### src/hdl/assert_macros.svh
// Assertion helpers for the calculator modules.
// Every module that uses them has aclk and aresetn in scope.
`ifndef ASSERT_MACROS_SVH
`define ASSERT_MACROS_SVH

// Check sampled on aclk, masked while reset is held.
`define ASSERT_AT_CLK(label, prop) \
    label: assert property (@(posedge aclk) disable iff (!aresetn) prop) \
        else $error("assertion failed");

// Same, with a message of the caller's choosing.
`define ASSERT_AT_CLK_MSG(label, prop, msg) \
    label: assert property (@(posedge aclk) disable iff (!aresetn) prop) \
        else $error(msg);

`endif

### src/hdl/ltrc_pkg.sv
`timescale 1ns / 1ps

package ltrc_pkg;

    localparam int VALUE_WIDTH  = 48;
    localparam int FRAC_BITS    = 16;
    localparam int MAX_SYMBOLS  = 99;
    localparam int SYMBOL_WIDTH = 8;
    localparam int DIGIT_WIDTH  = 4;
    localparam int ERR_WIDTH    = 2;
    localparam int COUNT_WIDTH  = $clog2(MAX_SYMBOLS + 1);
    // divide runs one quotient bit per step over VALUE_WIDTH + FRAC_BITS bits
    localparam int ITER_WIDTH   = $clog2(VALUE_WIDTH + FRAC_BITS + 1);

    typedef logic [VALUE_WIDTH-1:0]  value_t;
    typedef logic [SYMBOL_WIDTH-1:0] symbol_t;
    typedef logic [ERR_WIDTH-1:0]    err_t;
    typedef logic [2:0]              op_t;
    typedef logic [2:0]              dp_op_t;

    localparam symbol_t CHAR_NEWLINE = 8'h0A;
    localparam symbol_t CHAR_MUL     = 8'h2A;
    localparam symbol_t CHAR_ADD     = 8'h2B;
    localparam symbol_t CHAR_SUB     = 8'h2D;
    localparam symbol_t CHAR_DIV     = 8'h2F;
    localparam symbol_t CHAR_ZERO    = 8'h30;
    localparam symbol_t CHAR_NINE    = 8'h39;

    localparam op_t OP_NONE = 3'd0;
    localparam op_t OP_MUL  = 3'd1;
    localparam op_t OP_ADD  = 3'd2;
    localparam op_t OP_SUB  = 3'd3;
    localparam op_t OP_DIV  = 3'd4;

    localparam err_t ERR_OK       = 2'd0;
    localparam err_t ERR_DIV_ZERO = 2'd1;
    localparam err_t ERR_OVERFLOW = 2'd2;

    // datapath commands
    localparam dp_op_t DP_NOP   = 3'd0;
    localparam dp_op_t DP_CLEAR = 3'd1;
    localparam dp_op_t DP_DIGIT = 3'd2;
    localparam dp_op_t DP_LOAD  = 3'd3;
    localparam dp_op_t DP_ADD   = 3'd4;
    localparam dp_op_t DP_SUB   = 3'd5;
    localparam dp_op_t DP_MUL   = 3'd6;
    localparam dp_op_t DP_DIV   = 3'd7;

    typedef struct packed {
        dp_op_t                 op;
        logic                   to_opnd;
        logic [DIGIT_WIDTH-1:0] digit;
    } dp_cmd_t;

    typedef struct packed {
        logic busy;
        logic done;
    } dp_sts_t;

endpackage

### src/hdl/ltrc_dp.sv
`timescale 1ns / 1ps

`include "assert_macros.svh"

module ltrc_dp (
    input  logic               aclk,
    input  logic               aresetn,
    input  ltrc_pkg::dp_cmd_t  cmd,
    output ltrc_pkg::dp_sts_t  sts,
    output ltrc_pkg::value_t   acc,
    output ltrc_pkg::err_t     err
);

    localparam int W  = ltrc_pkg::VALUE_WIDTH;
    localparam int F  = ltrc_pkg::FRAC_BITS;
    localparam int NW = W + F;
    localparam int PW = 2 * W;
    localparam int IW = ltrc_pkg::ITER_WIDTH;

    localparam logic [W-1:0] MAX_POS = {1'b0, {(W-1){1'b1}}};
    localparam logic [W-1:0] MIN_NEG = {1'b1, {(W-1){1'b0}}};

    ltrc_pkg::value_t acc_reg, acc_next;
    ltrc_pkg::value_t opnd_reg, opnd_next;
    ltrc_pkg::value_t x_reg, x_next;
    ltrc_pkg::value_t y_reg, y_next;
    ltrc_pkg::err_t   err_reg, err_next;

    logic [PW-1:0] prod_reg, prod_next;
    logic [NW-1:0] quo_reg, quo_next;
    logic [W-1:0]  rem_reg, rem_next;
    logic [W-1:0]  mc_reg, mc_next;
    logic          neg_reg, neg_next;
    logic          div_mode_reg, div_mode_next;
    logic          busy_reg, busy_next;
    logic          done_reg, done_next;
    logic [IW-1:0] cnt_reg, cnt_next;

    logic          x_neg, y_neg;
    logic [W-1:0]  x_mag, y_mag;
    logic [W-1:0]  tgt, tgt_mag, x10_mag, x10_val, digit_val;
    logic          tgt_neg, tgt_ovf;
    logic [W+3:0]  tgt_x10, tgt_lim;
    logic [W:0]    x_ext, y_ext, sum;
    logic          sum_ovf;
    logic [W-1:0]  sum_val;
    logic [W:0]    mul_sum, trial, div_diff;
    logic          div_ge;
    logic [PW-1:0] fin_mag, fin_lim;
    logic          fin_ovf;
    logic [W-1:0]  fin_m, fin_val;
    logic          raise, clear_err;
    ltrc_pkg::err_t code;
    logic          err_hold;

    // sign / magnitude views
    always_comb begin
        x_neg   = x_reg[W-1];
        y_neg   = y_reg[W-1];
        x_mag   = x_neg ? (~x_reg + 1'b1) : x_reg;
        y_mag   = y_neg ? (~y_reg + 1'b1) : y_reg;
        tgt     = cmd.to_opnd ? opnd_reg : acc_reg;
        tgt_neg = tgt[W-1];
        tgt_mag = tgt_neg ? (~tgt + 1'b1) : tgt;
    end

    // digit step, first half: v * 10 saturated on the magnitude
    always_comb begin
        tgt_x10   = ({4'b0000, tgt_mag} << 3) + ({4'b0000, tgt_mag} << 1);
        tgt_lim   = tgt_neg ? {4'b0000, MIN_NEG} : {4'b0000, MAX_POS};
        tgt_ovf   = tgt_x10 > tgt_lim;
        x10_mag   = tgt_ovf ? tgt_lim[W-1:0] : tgt_x10[W-1:0];
        x10_val   = tgt_neg ? (~x10_mag + 1'b1) : x10_mag;
        digit_val = W'(cmd.digit) << F;
    end

    // saturating add / subtract
    always_comb begin
        x_ext   = {x_reg[W-1], x_reg};
        y_ext   = {y_reg[W-1], y_reg};
        sum     = (cmd.op == ltrc_pkg::DP_SUB) ? (x_ext - y_ext) : (x_ext + y_ext);
        sum_ovf = sum[W] ^ sum[W-1];
        sum_val = sum_ovf ? (sum[W] ? MIN_NEG : MAX_POS) : sum[W-1:0];
    end

    // iterative multiply / divide steps and final saturation
    always_comb begin
        mul_sum  = {1'b0, prod_reg[PW-1:W]} + (prod_reg[0] ? {1'b0, mc_reg} : {(W+1){1'b0}});
        trial    = {rem_reg, quo_reg[NW-1]};
        div_ge   = trial >= {1'b0, mc_reg};
        div_diff = trial - {1'b0, mc_reg};
        fin_mag  = div_mode_reg ? PW'(quo_reg) : (prod_reg >> F);
        fin_lim  = neg_reg ? PW'(MIN_NEG) : PW'(MAX_POS);
        fin_ovf  = fin_mag > fin_lim;
        fin_m    = fin_ovf ? fin_lim[W-1:0] : fin_mag[W-1:0];
        fin_val  = neg_reg ? (~fin_m + 1'b1) : fin_m;
    end

    always_comb begin
        acc_next      = acc_reg;
        opnd_next     = opnd_reg;
        x_next        = x_reg;
        y_next        = y_reg;
        prod_next     = prod_reg;
        quo_next      = quo_reg;
        rem_next      = rem_reg;
        mc_next       = mc_reg;
        neg_next      = neg_reg;
        div_mode_next = div_mode_reg;
        busy_next     = busy_reg;
        done_next     = 1'b0;
        cnt_next      = cnt_reg;
        raise         = 1'b0;
        code          = ltrc_pkg::ERR_OVERFLOW;
        clear_err     = 1'b0;

        if (busy_reg) begin
            if (cnt_reg != '0) begin
                cnt_next = cnt_reg - 1'b1;
                if (div_mode_reg) begin
                    rem_next = div_ge ? div_diff[W-1:0] : trial[W-1:0];
                    quo_next = {quo_reg[NW-2:0], div_ge};
                end else begin
                    prod_next = {mul_sum, prod_reg[W-1:1]};
                end
            end else begin
                acc_next  = fin_val;
                raise     = fin_ovf;
                busy_next = 1'b0;
                done_next = 1'b1;
            end
        end else begin
            case (cmd.op)
                ltrc_pkg::DP_CLEAR: begin
                    acc_next  = '0;
                    opnd_next = '0;
                    clear_err = 1'b1;
                end
                ltrc_pkg::DP_DIGIT: begin
                    x_next = x10_val;
                    y_next = digit_val;
                    raise  = tgt_ovf;
                end
                ltrc_pkg::DP_LOAD: begin
                    x_next    = acc_reg;
                    y_next    = opnd_reg;
                    opnd_next = '0;
                end
                ltrc_pkg::DP_ADD, ltrc_pkg::DP_SUB: begin
                    if (cmd.to_opnd) begin
                        opnd_next = sum_val;
                    end else begin
                        acc_next = sum_val;
                    end
                    raise = sum_ovf;
                end
                ltrc_pkg::DP_MUL: begin
                    mc_next       = x_mag;
                    prod_next     = {{W{1'b0}}, y_mag};
                    neg_next      = x_neg ^ y_neg;
                    div_mode_next = 1'b0;
                    cnt_next      = IW'(W);
                    busy_next     = 1'b1;
                end
                ltrc_pkg::DP_DIV: begin
                    if (y_reg == '0) begin
                        acc_next  = x_neg ? MIN_NEG : MAX_POS;
                        raise     = 1'b1;
                        code      = ltrc_pkg::ERR_DIV_ZERO;
                        done_next = 1'b1;
                    end else begin
                        mc_next       = y_mag;
                        quo_next      = NW'(x_mag) << F;
                        rem_next      = '0;
                        neg_next      = x_neg ^ y_neg;
                        div_mode_next = 1'b1;
                        cnt_next      = IW'(NW);
                        busy_next     = 1'b1;
                    end
                end
                default: begin
                end
            endcase
        end

        // first error of an expression sticks
        if (clear_err) begin
            err_next = ltrc_pkg::ERR_OK;
        end else if (raise && err_reg == ltrc_pkg::ERR_OK) begin
            err_next = code;
        end else begin
            err_next = err_reg;
        end
    end

    always_ff @(posedge aclk) begin
        if (!aresetn) begin
            acc_reg  <= '0;
            opnd_reg <= '0;
            err_reg  <= ltrc_pkg::ERR_OK;
            busy_reg <= 1'b0;
            done_reg <= 1'b0;
            cnt_reg  <= '0;
        end else begin
            acc_reg  <= acc_next;
            opnd_reg <= opnd_next;
            err_reg  <= err_next;
            busy_reg <= busy_next;
            done_reg <= done_next;
            cnt_reg  <= cnt_next;
        end
    end

    always_ff @(posedge aclk) begin
        x_reg        <= x_next;
        y_reg        <= y_next;
        prod_reg     <= prod_next;
        quo_reg      <= quo_next;
        rem_reg      <= rem_next;
        mc_reg       <= mc_next;
        neg_reg      <= neg_next;
        div_mode_reg <= div_mode_next;
    end

    assign sts.busy = busy_reg;
    assign sts.done = done_reg;
    assign acc      = acc_reg;
    assign err      = err_reg;

    assign err_hold = (err_reg != ltrc_pkg::ERR_OK) && (cmd.op != ltrc_pkg::DP_CLEAR);

    `ASSERT_AT_CLK_MSG(a_done_pulse, done_reg |=> !done_reg, "done held two cycles")
    `ASSERT_AT_CLK(a_busy_not_done, !(busy_reg && done_reg))
    `ASSERT_AT_CLK_MSG(a_err_sticky, err_hold |=> err_reg == $past(err_reg), "error overwritten")

endmodule

### src/hdl/ltrc_ctrl.sv
`timescale 1ns / 1ps

`include "assert_macros.svh"

module ltrc_ctrl (
    input  logic                aclk,
    input  logic                aresetn,
    input  logic                s_valid,
    output logic                s_ready,
    input  ltrc_pkg::symbol_t   s_symbol,
    input  logic                out_free,
    output logic                emit,
    output ltrc_pkg::dp_cmd_t   cmd,
    input  ltrc_pkg::dp_sts_t   sts
);

    localparam int CW = ltrc_pkg::COUNT_WIDTH;
    localparam logic [CW-1:0] MAX_COUNT = CW'(ltrc_pkg::MAX_SYMBOLS);

    localparam logic [2:0] ST_IDLE      = 3'd0;
    localparam logic [2:0] ST_DIGIT_ADD = 3'd1;
    localparam logic [2:0] ST_APPLY     = 3'd2;
    localparam logic [2:0] ST_WAIT      = 3'd3;
    localparam logic [2:0] ST_EMIT      = 3'd4;

    logic [2:0]        state_reg, state_next;
    ltrc_pkg::op_t     pending_reg, pending_next;
    ltrc_pkg::op_t     new_op_reg, new_op_next;
    logic              after_op_reg, after_op_next;
    logic              newline_reg, newline_next;
    logic [CW-1:0]     count_reg, count_next;

    logic              accept, is_newline, is_digit, count_full, finish_apply;
    ltrc_pkg::op_t     sym_op;
    ltrc_pkg::symbol_t sym_diff;

    always_comb begin
        is_newline = s_symbol == ltrc_pkg::CHAR_NEWLINE;
        is_digit   = (s_symbol >= ltrc_pkg::CHAR_ZERO) && (s_symbol <= ltrc_pkg::CHAR_NINE);
        sym_diff   = s_symbol - ltrc_pkg::CHAR_ZERO;
        count_full = count_reg >= MAX_COUNT;
        case (s_symbol)
            ltrc_pkg::CHAR_MUL: sym_op = ltrc_pkg::OP_MUL;
            ltrc_pkg::CHAR_ADD: sym_op = ltrc_pkg::OP_ADD;
            ltrc_pkg::CHAR_SUB: sym_op = ltrc_pkg::OP_SUB;
            ltrc_pkg::CHAR_DIV: sym_op = ltrc_pkg::OP_DIV;
            default:            sym_op = ltrc_pkg::OP_NONE;
        endcase
    end

    assign s_ready = state_reg == ST_IDLE;
    assign accept  = s_valid && s_ready;

    always_comb begin
        state_next    = state_reg;
        pending_next  = pending_reg;
        new_op_next   = new_op_reg;
        after_op_next = after_op_reg;
        newline_next  = newline_reg;
        count_next    = count_reg;
        finish_apply  = 1'b0;
        emit          = 1'b0;
        cmd.op        = ltrc_pkg::DP_NOP;
        cmd.to_opnd   = after_op_reg;
        cmd.digit     = sym_diff[ltrc_pkg::DIGIT_WIDTH-1:0];

        case (state_reg)
            ST_IDLE: begin
                if (accept) begin
                    if (is_newline) begin
                        newline_next = 1'b1;
                        if (pending_reg != ltrc_pkg::OP_NONE) begin
                            cmd.op     = ltrc_pkg::DP_LOAD;
                            state_next = ST_APPLY;
                        end else begin
                            state_next = ST_EMIT;
                        end
                    end else if ((is_digit || sym_op != ltrc_pkg::OP_NONE) && !count_full) begin
                        count_next = count_reg + 1'b1;
                        if (is_digit) begin
                            cmd.op     = ltrc_pkg::DP_DIGIT;
                            state_next = ST_DIGIT_ADD;
                        end else begin
                            newline_next = 1'b0;
                            new_op_next  = sym_op;
                            if (pending_reg != ltrc_pkg::OP_NONE) begin
                                cmd.op     = ltrc_pkg::DP_LOAD;
                                state_next = ST_APPLY;
                            end else begin
                                pending_next  = sym_op;
                                after_op_next = 1'b1;
                            end
                        end
                    end
                end
            end
            ST_DIGIT_ADD: begin
                cmd.op     = ltrc_pkg::DP_ADD;
                state_next = ST_IDLE;
            end
            ST_APPLY: begin
                cmd.to_opnd = 1'b0;
                case (pending_reg)
                    ltrc_pkg::OP_ADD: begin
                        cmd.op       = ltrc_pkg::DP_ADD;
                        finish_apply = 1'b1;
                    end
                    ltrc_pkg::OP_SUB: begin
                        cmd.op       = ltrc_pkg::DP_SUB;
                        finish_apply = 1'b1;
                    end
                    ltrc_pkg::OP_MUL: begin
                        cmd.op     = ltrc_pkg::DP_MUL;
                        state_next = ST_WAIT;
                    end
                    ltrc_pkg::OP_DIV: begin
                        cmd.op     = ltrc_pkg::DP_DIV;
                        state_next = ST_WAIT;
                    end
                    default: begin
                        finish_apply = 1'b1;
                    end
                endcase
            end
            ST_WAIT: begin
                finish_apply = sts.done;
            end
            ST_EMIT: begin
                if (out_free) begin
                    emit          = 1'b1;
                    cmd.op        = ltrc_pkg::DP_CLEAR;
                    pending_next  = ltrc_pkg::OP_NONE;
                    after_op_next = 1'b0;
                    newline_next  = 1'b0;
                    count_next    = '0;
                    state_next    = ST_IDLE;
                end
            end
            default: begin
                state_next = ST_IDLE;
            end
        endcase

        // pending operator done: either close the expression or arm the new one
        if (finish_apply) begin
            if (newline_reg) begin
                state_next = ST_EMIT;
            end else begin
                pending_next  = new_op_reg;
                after_op_next = 1'b1;
                state_next    = ST_IDLE;
            end
        end
    end

    always_ff @(posedge aclk) begin
        if (!aresetn) begin
            state_reg    <= ST_IDLE;
            pending_reg  <= ltrc_pkg::OP_NONE;
            new_op_reg   <= ltrc_pkg::OP_NONE;
            after_op_reg <= 1'b0;
            newline_reg  <= 1'b0;
            count_reg    <= '0;
        end else begin
            state_reg    <= state_next;
            pending_reg  <= pending_next;
            new_op_reg   <= new_op_next;
            after_op_reg <= after_op_next;
            newline_reg  <= newline_next;
            count_reg    <= count_next;
        end
    end

    `ASSERT_AT_CLK_MSG(a_count_bound, count_reg <= MAX_COUNT, "symbol count past limit")
    `ASSERT_AT_CLK(a_after_op_match, after_op_reg == (pending_reg != ltrc_pkg::OP_NONE))
    `ASSERT_AT_CLK(a_wait_has_unit, (state_reg == ST_WAIT) |-> (sts.busy || sts.done))

endmodule

### src/hdl/left_to_right_calculator.sv
`timescale 1ns / 1ps

// Left-to-right calculator, one ASCII character per s_ transaction.
// s_symbol: digits build numbers, '*' '+' '-' '/' apply the pending operator
// with no precedence, newline closes the expression; other characters are
// dropped. Each newline yields one m_ transaction: m_value (signed fixed point,
// FRAC_BITS fraction bits) and m_error_code (first error: div by zero/overflow).
// Per character: an ignored character or a bare operator needs only the accept;
// a digit adds the digit-add state, an operator or newline with a pending
// operator adds the apply state, and a pending '*' or '/' then waits in the
// wait state for the shift-add / restoring-divide unit ('/' by zero skips the unit).
// A newline then passes through the emit state, which loads the result
// register and raises m_valid once the output is free.
// One character is in work at a time; s_ready is high only when idle.
// The result register lets the next expression start while m_valid waits.
// If the receiver stalls and a second result is ready, the block holds it
// and keeps s_ready low until the first is taken.
// Reset (aresetn low, synchronous) clears the expression state and m_valid.

module left_to_right_calculator (
    input  logic                                        aclk,
    input  logic                                        aresetn,
    input  logic                                        s_valid,
    output logic                                        s_ready,
    input  logic [ltrc_pkg::SYMBOL_WIDTH-1:0]           s_symbol,
    output logic                                        m_valid,
    input  logic                                        m_ready,
    output logic signed [ltrc_pkg::VALUE_WIDTH-1:0]     m_value,
    output logic [ltrc_pkg::ERR_WIDTH-1:0]              m_error_code
);

    ltrc_pkg::dp_cmd_t cmd;
    ltrc_pkg::dp_sts_t sts;
    ltrc_pkg::value_t  acc;
    ltrc_pkg::err_t    err;
    logic              emit, out_free;

    logic                                    m_valid_reg, m_valid_next;
    logic signed [ltrc_pkg::VALUE_WIDTH-1:0] m_value_reg;
    ltrc_pkg::err_t                          m_error_code_reg;

    ltrc_ctrl u_ctrl (
        .aclk     (aclk),
        .aresetn  (aresetn),
        .s_valid  (s_valid),
        .s_ready  (s_ready),
        .s_symbol (s_symbol),
        .out_free (out_free),
        .emit     (emit),
        .cmd      (cmd),
        .sts      (sts)
    );

    ltrc_dp u_dp (
        .aclk    (aclk),
        .aresetn (aresetn),
        .cmd     (cmd),
        .sts     (sts),
        .acc     (acc),
        .err     (err)
    );

    assign out_free = !m_valid_reg || m_ready;

    always_comb begin
        m_valid_next = m_valid_reg;
        if (emit) begin
            m_valid_next = 1'b1;
        end else if (m_ready) begin
            m_valid_next = 1'b0;
        end
    end

    always_ff @(posedge aclk) begin
        if (!aresetn) begin
            m_valid_reg <= 1'b0;
        end else begin
            m_valid_reg <= m_valid_next;
        end
    end

    always_ff @(posedge aclk) begin
        if (emit) begin
            m_value_reg      <= acc;
            m_error_code_reg <= err;
        end
    end

    assign m_valid      = m_valid_reg;
    assign m_value      = m_value_reg;
    assign m_error_code = m_error_code_reg;

endmodule

### config.mk
export PLATFORM = sky130hd
export DESIGN_NAME = left_to_right_calculator
export DESIGN_NICKNAME = d
export VERILOG_FILES = /design/src/hdl/ltrc_pkg.sv /design/src/hdl/ltrc_dp.sv /design/src/hdl/ltrc_ctrl.sv /design/src/hdl/left_to_right_calculator.sv
export VERILOG_INCLUDE_DIRS = /design/src /design/src/hdl
export SDC_FILE = /design/constraint.sdc
export NUM_CORES = 2
export LEC_CHECK = 0
export BUFFER_PORTS_ARGS = -buffer_cell sky130_fd_sc_hd__buf_4
export CAP_MARGIN = 20
export CORE_MARGIN = 2
export CORE_UTILIZATION = 45
export DETAILED_ROUTE_END_ITERATION = 8
export PLACE_DENSITY = 0.6
export SYNTH_ARGS = -nofsm -noshare
export SYNTH_HDL_FRONTEND = slang
export SYNTH_SLANG_ARGS = --single-unit
### constraint.sdc
create_clock -name aclk -period 22.1 [get_ports aclk]
set_input_delay 4.42 -clock aclk [delete_from_list [all_inputs] [get_ports aclk]]
set_output_delay 4.42 -clock aclk [all_outputs]
set_load 0.01 [all_outputs]
==> Yosys cells after proc, flatten, opt, wreduce, memory -nomap -nowiden <==
Cells that the tools add are included.
{ "totals": {"latchBits": 0, "ramBits": 0, "word_cells": 255, "inputBits": 12, "output_inout_bits": 52, "mem_count": 0, "register_bits": 530, "mem_bits_ro": 0} }
{ "op_classes": {"multipliers": 0, "order_cmp": 6, "mux": 122, "div": 0, "n_addsub": 13, "shifts": 0, "bitwise": 11, "reduce_logical": 38, "eq_ne": 42} }
{ "ops": {"columns": ["cell", "n"], "rows": [
  ["2-to-1 mux 48 bit", 26],
  ["2-to-1 mux 96 bit", 4],
  ["case mux 48 bit (2 select lines)", 4],
  ["2-to-1 mux 64 bit", 5],
  ["adder 48 x 1 -> 48 bit, second input constant", 5],
  ["inverter 48 bit", 5],
  ["case mux 48 bit (3 select lines)", 1],
  ["> comparator 96 bit", 1],
  ["2-to-1 mux 80 bit", 1],
  ["2-to-1 mux 3 bit", 22],
  ["adder 51 x 49 -> 52 bit", 1],
  ["> comparator 52 bit", 1],
  ["adder 48 x 48 -> 49 bit", 1],
  ["adder 48 x 49 -> 49 bit", 1],
  [">= comparator 49 x 48 -> 1 bit", 1],
  ["2-to-1 mux 49 bit", 1],
  ["2-to-1 mux 7 bit", 7],
  ["subtractor 48 x 48 -> 49 bit", 1],
  ["logical NOT 48 bit", 1],
  ["case mux 3 bit (4 select lines)", 4],
  ["subtractor 48 bit", 1],
  ["2-to-1 mux 1 bit", 33],
  ["== test 8 x 6 -> 1 bit, second input constant", 4],
  ["case mux 7 bit (2 select lines)", 2],
  ["other kinds (38)", 99]
]} }

==> Depth between registers and ports, before layout <==
{ "logic_depth": {"word_depth": 16, "ltp_mapped": 46, "mapped_depth_nobuf": 41} }

==> Cells and area by module <==
A second synthesis with hierarchy kept.
{ "hier_totals": {"cells_unflattened": 4858, "area_unflattened_um2": 42480.7} }
{ "by_module_without_submodules": {"columns": ["mod", "n_inst", "area_per_inst_um2", "seq_area_each_um2", "cells_each"], "rows": [
  ["ltrc_dp", 1, 39580.5, 12772.2, 4630],
  ["left_to_right_calculator", 1, 1550.2, 1521.5, 54],
  ["ltrc_ctrl", 1, 1350.0, 360.3, 174]
]} }

==> Worst setup path after synthesis <==
No wires, ideal clock.
{ "synth_path": {"kind": "input-to-reg", "start": "in s_symbol[2] in the netlist's numbering", "end": "reg u_dp.quo_reg[0] (enable)", "setup_time_ns": 1.626, "arrival_time_ns": 9.307, "setup_slack_ns": 11.167, "path_stages": 9, "n_path_buf": 2, "required_ns": 20.474, "cell_sequence": "clkbuf_1 mux2_2 nand4_1 a32o_1 a211oi_1 clkbuf_1 nor2_1 nand3b_1 o21ai_0"} }
{ "synth_via": {"elab_chain_cells": 12, "elab_cells_between_ends": 20} }
{ "synth_rtl": {"columns": ["item", "line", "text"], "rows": [
  ["start, declared", "left_to_right_calculator.sv:25", "input logic [ltrc_pkg::SYMBOL_WIDTH-1:0] s_symbol,"],
  ["== test 8 x 6 -> 1 bit", "ltrc_ctrl.sv:42", "case (s_symbol)"],
  ["case mux 3 bit (4 select lines)", "ltrc_ctrl.sv:42", null],
  ["nonzero test 3 bit", "ltrc_ctrl.sv:78", "end else if ((is_digit || sym_op != ltrc_pkg::OP_NONE) && !count_full) begin"],
  ["logical OR 1 bit", "ltrc_ctrl.sv:78", null],
  ["logical AND 1 bit", "ltrc_ctrl.sv:78", null],
  ["2-to-1 mux 3 bit", "ltrc_ctrl.sv:78", null],
  ["2-to-1 mux 3 bit *", "ltrc_ctrl.sv:70", "if (is_newline) begin"],
  ["2-to-1 mux 3 bit *", "ltrc_ctrl.sv:69", "if (accept) begin"],
  ["case mux 3 bit (4 select lines) *", "ltrc_ctrl.sv:67", "case (state_reg)"],
  ["== test 3 bit *", "ltrc_dp.sv:133", "case (cmd.op)"],
  ["nonzero test 2 bit (no line) *", null, null],
  ["AND reduction 4 bit (no line) *", null, null],
  ["end signal, assigned", "ltrc_dp.sv:218", "quo_reg <= quo_next;"],
  ["end, declared", "ltrc_dp.sv:30", "logic [NW-1:0] quo_reg, quo_next;"]
]} }
Mark *: on every way between the ends. The rest lies on a longest branch, timed or not.
A chain may end at the register's enable or synchronous reset.

==> Final worst setup path <==
{ "layout_path": {"start": "reg u_ctrl.state_reg[2]", "end": "reg u_dp.x_reg[45] (data pin)"} }
{ "layout_via": {"elab_chain_cells": 13, "elab_cells_between_ends": 22} }
{ "layout_rtl": {"columns": ["item", "line", "text"], "rows": [
  ["start, declared", "ltrc_ctrl.sv:26", "logic [2:0] state_reg, state_next;"],
  ["start signal, assigned", "ltrc_ctrl.sv:165", "state_reg <= state_next;"],
  ["== test 3 x 2 -> 1 bit", "ltrc_ctrl.sv:67", null],
  ["2-to-1 mux 1 bit", "ltrc_ctrl.sv:67", null],
  ["2-to-1 mux 48 bit", "ltrc_dp.sv:62", "tgt = cmd.to_opnd ? opnd_reg : acc_reg;"],
  ["inverter 48 bit", "ltrc_dp.sv:64", "tgt_mag = tgt_neg ? (~tgt + 1'b1) : tgt;"],
  ["adder 48 x 1 -> 48 bit", "ltrc_dp.sv:64", null],
  ["2-to-1 mux 48 bit", "ltrc_dp.sv:64", null],
  ["adder 51 x 49 -> 52 bit", "ltrc_dp.sv:69", "tgt_x10 = ({4'b0000, tgt_mag} << 3) + ({4'b0000, tgt_mag} << 1);"],
  ["> comparator 52 bit", "ltrc_dp.sv:71", "tgt_ovf = tgt_x10 > tgt_lim;"],
  ["2-to-1 mux 48 bit", "ltrc_dp.sv:72", "x10_mag = tgt_ovf ? tgt_lim[W-1:0] : tgt_x10[W-1:0];"],
  ["inverter 48 bit", "ltrc_dp.sv:73", "x10_val = tgt_neg ? (~x10_mag + 1'b1) : x10_mag;"],
  ["adder 48 x 1 -> 48 bit", "ltrc_dp.sv:73", null],
  ["2-to-1 mux 48 bit", "ltrc_dp.sv:73", null],
  ["case mux 48 bit (2 select lines) *", "ltrc_dp.sv:133", null],
  ["end signal, assigned", "ltrc_dp.sv:215", "x_reg <= x_next;"],
  ["end, declared", "ltrc_dp.sv:25", "ltrc_pkg::value_t x_reg, x_next;"]
]} }
Marks and branches as above.

==> results.json <==
{
  "status": "completed",
  "multiInputGateArea_um2": 27100,
  "fin_setup_tns_ps": 0,
  "pre_cts_slack_ps": 9600,
  "first_pass_iters": 8,
  "ys_seq_area_frac": 0.340,
  "cp_data_arrival_time_ps": 12770,
  "peakVddDrop_uv": 78.4,
  "fin_nets": 5280,
  "synthAdderAreaFrac": 0.0863,
  "cts_setup_buffers": 0,
  "cp-startpoint": "u_ctrl.state_reg[2]",
  "die_w_um": 314,
  "synth_top_area_share": 0.281,
  "cts_resized": 0,
  "max_cap_viol_count": 0,
  "clockBufferDepth": 3,
  "worst_pin_slew_ps": 1170,
  "skew_ps": 14.1,
  "ios": 64,
  "power.density_nw_per_um2": 75.7,
  "wl_um": 154000,
  "rsz0062_at_grt": "false",
  "critPathMaxFanout": 37,
  "vias_per_cell": 6.26,
  "utilization": 0.497,
  "setup_viol": 0,
  "nFillCells": 9133,
  "syn_avg_cell_area_um2": 8.60,
  "vias": 39400,
  "slowest_stage": "dfxtp_1",
  "final_hold_viol_count": 0,
  "core_region_area_um2": 95000,
  "min_period_ps": 12290,
  "ys_ff_latch": 530,
  "cpMostUsedCell": "ha_1",
  "largest_reg_flops": 96,
  "gr-total-overflow": 0,
  "grt_util_all_layers": 0.306,
  "initial_core_util": 0.454,
  "netlist_instances": 5015,
  "rows": 113,
  "synthXorXnorAreaFrac": 0.0739,
  "antenna_found_initial": 1,
  "worst_path_dominant_cell_family": "compound AO/OA/AOI/OAI gates",
  "syn2layout_area_growth_pct": 9.58,
  "synth_cell_types": 88,
  "worstPathRequired_ps": 22590,
  "grt_pass1_vias": 37000,
  "rr_startpoint": "u_ctrl.state_reg[2]",
  "finalCritPeriodShare": 0.556,
  "start_kind": "flop",
  "final_layout_size_suffix_gt1_frac": 0.0770,
  "cts_tree": "done",
  "grt_pass1_wl_um": 231000,
  "hp-class": "flop to flop",
  "synth_area_leaders": "edfxtp_1 (28%), ha_1 (8.4%), dfxtp_1 (5.9%)",
  "drc": 0,
  "min-delay-start": "u_dp.err[0]",
  "die_area_um2": 98300,
  "cts.sinks": 530,
  "numCtsBuffers": 68,
  "synthFlopType": "edfxtp_1",
  "synth_compound_area_frac": 0.218,
  "clk_pin_slew_ps": 60,
  "clock_latency_ps": 630,
  "regArea_um2": 14700,
  "leakagePower_nw": 18.8,
  "crit_path_end_kind": "flop",
  "synthSimpleGateAreaFrac": 0.200,
  "synth_mux_area_frac": 0.0472,
  "ant_nets": 0,
  "synth-edff-count": 404,
  "die_y_um": 314,
  "slew_viol_final": 0,
  "drt_iter0_drc": 4432,
  "wl_per_cell_um": 24.5,
  "r2r_slack_ps": 9810,
  "syn_nets": 5322,
  "async_flop_share": 0,
  "synth_area_leader_cell": "edfxtp_1",
  "synth_area_um2": 43100,
  "grt_max_degree": 89,
  "synth_top_family_by_area": "compound AO/OA/AOI/OAI gates",
  "setup_ws_ps": 9810,
  "gp_congestion": 0.981,
  "ctsRootBufferMaster": "clkbuf_16",
  "relSlewSlack": 0.215,
  "h-tree-depth": 3,
  "worst-path-buf-inv": 3,
  "io_buffers": 63,
  "fmax_mhz": 81.4,
  "dp_hpwl_um": 118000,
  "ctsHoldBuffers": 0,
  "yosysWarnings": 0,
  "cp_slowest_stage_delay_ps": 620,
  "path_class": "flop to flop"
}
## power breakdown
group          total [mW]  internal (mW)  leakage, nW  switching, mW
clock                1.21          0.736         1.17          0.473
sequential           1.19           1.13         4.54         0.0591
combinational        1.18          0.404         13.1          0.778
## cell usage after synthesis (47+ instances only)
| master | instances |
|---|---|
| mux2_2 | 82 |
| ha_1 | 291 |
| nor2b_1 | 47 |
| o31ai_1 | 67 |
| a21o_1 | 143 |
| clkbuf_1 | 208 |
| nor4_1 | 57 |
| dfxtp_1 | 126 |
| xor2_1 | 177 |
| nor3_1 | 143 |
| xnor2_1 | 187 |
| nand3_1 | 90 |
| or3_1 | 68 |
| edfxtp_1 | 404 |
| nand2_1 | 438 |
| a31oi_1 | 58 |
| inv_1 | 162 |
| o21ai_0 | 347 |
| nor2_1 | 503 |
| and2_1 | 149 |
| nand4_1 | 58 |
| mux2i_1 | 111 |
| a21oi_1 | 411 |
## final cells by class
type | instances | share of cell area
clock buffer | 89 | 0.0408
antenna | 1 | 0.0000530
clock inverter | 34 | 0.00975
multi-input combinational | 4087 | 0.573
sequential | 530 | 0.310
timing repair buffer | 122 | 0.0195
inverter | 164 | 0.0132
tap | 1265 | 0.0335
## worst paths after layout
| check | endpoint | cells after the start |
|---|---|---|
| setup reg to reg | u_dp.x_reg[45] | 40 |
| setup / recovery | u_dp.x_reg[45] | 40 |
| hold / removal | m_error_code[0] | 0 |
| hold reg to reg | m_error_code[0] | 0 |
## metrics by stage
step                      instance area (µm²)  hold slack (ps)  std cells  total power [mW]
after floorplan                         43100              431       5015              1.97
after global placement                  44800              447       6167              2.36
after detailed placement                44800              460       6167              2.35
after CTS                               47200              474       6290              3.56
after global routing                    47200              479       6291              3.71
final                                   47200              466       6292              3.58
## cells by family (layout without fill, tap and decap cells)
kind of cell	count (synthesis)	after routing
multiplexers	193	193
AO/OA/AOI/OAI	1470	1470
buffers and inverters	398	409
flip-flops	530	530
XOR/XNOR	364	364
AND/OR/NAND/NOR	1765	1765
adder cells (fa/ha/maj)	295	295
other	0	1
## layout by cell type (no fill, tap or decap), drive strengths merged, types with 57 or more instances in the layout
cell	count
mux2	82
o21ai	353
xor2	177
o31ai	67
xnor2	187
nor3	143
nand4	58
and2	150
ha	291
a31oi	58
buf	121
a21oi	411
or3	72
edfxtp	404
nand3	90
mux2i	111
dfxtp	126
nor4	57
clkbuf	89
a21o	143
nor2	503
inv	168
nand2	438
## metal layers
metal	GRT usage	part of all wire	wire, µm
met2	0.486	0.45	68600
met3	0.0400	0.067	10300
met1	0.412	0.43	66700
met5	0	0.000071	11
met4	0.150	0.056	8550
Note: power is estimated with default switching activity, not from simulation.
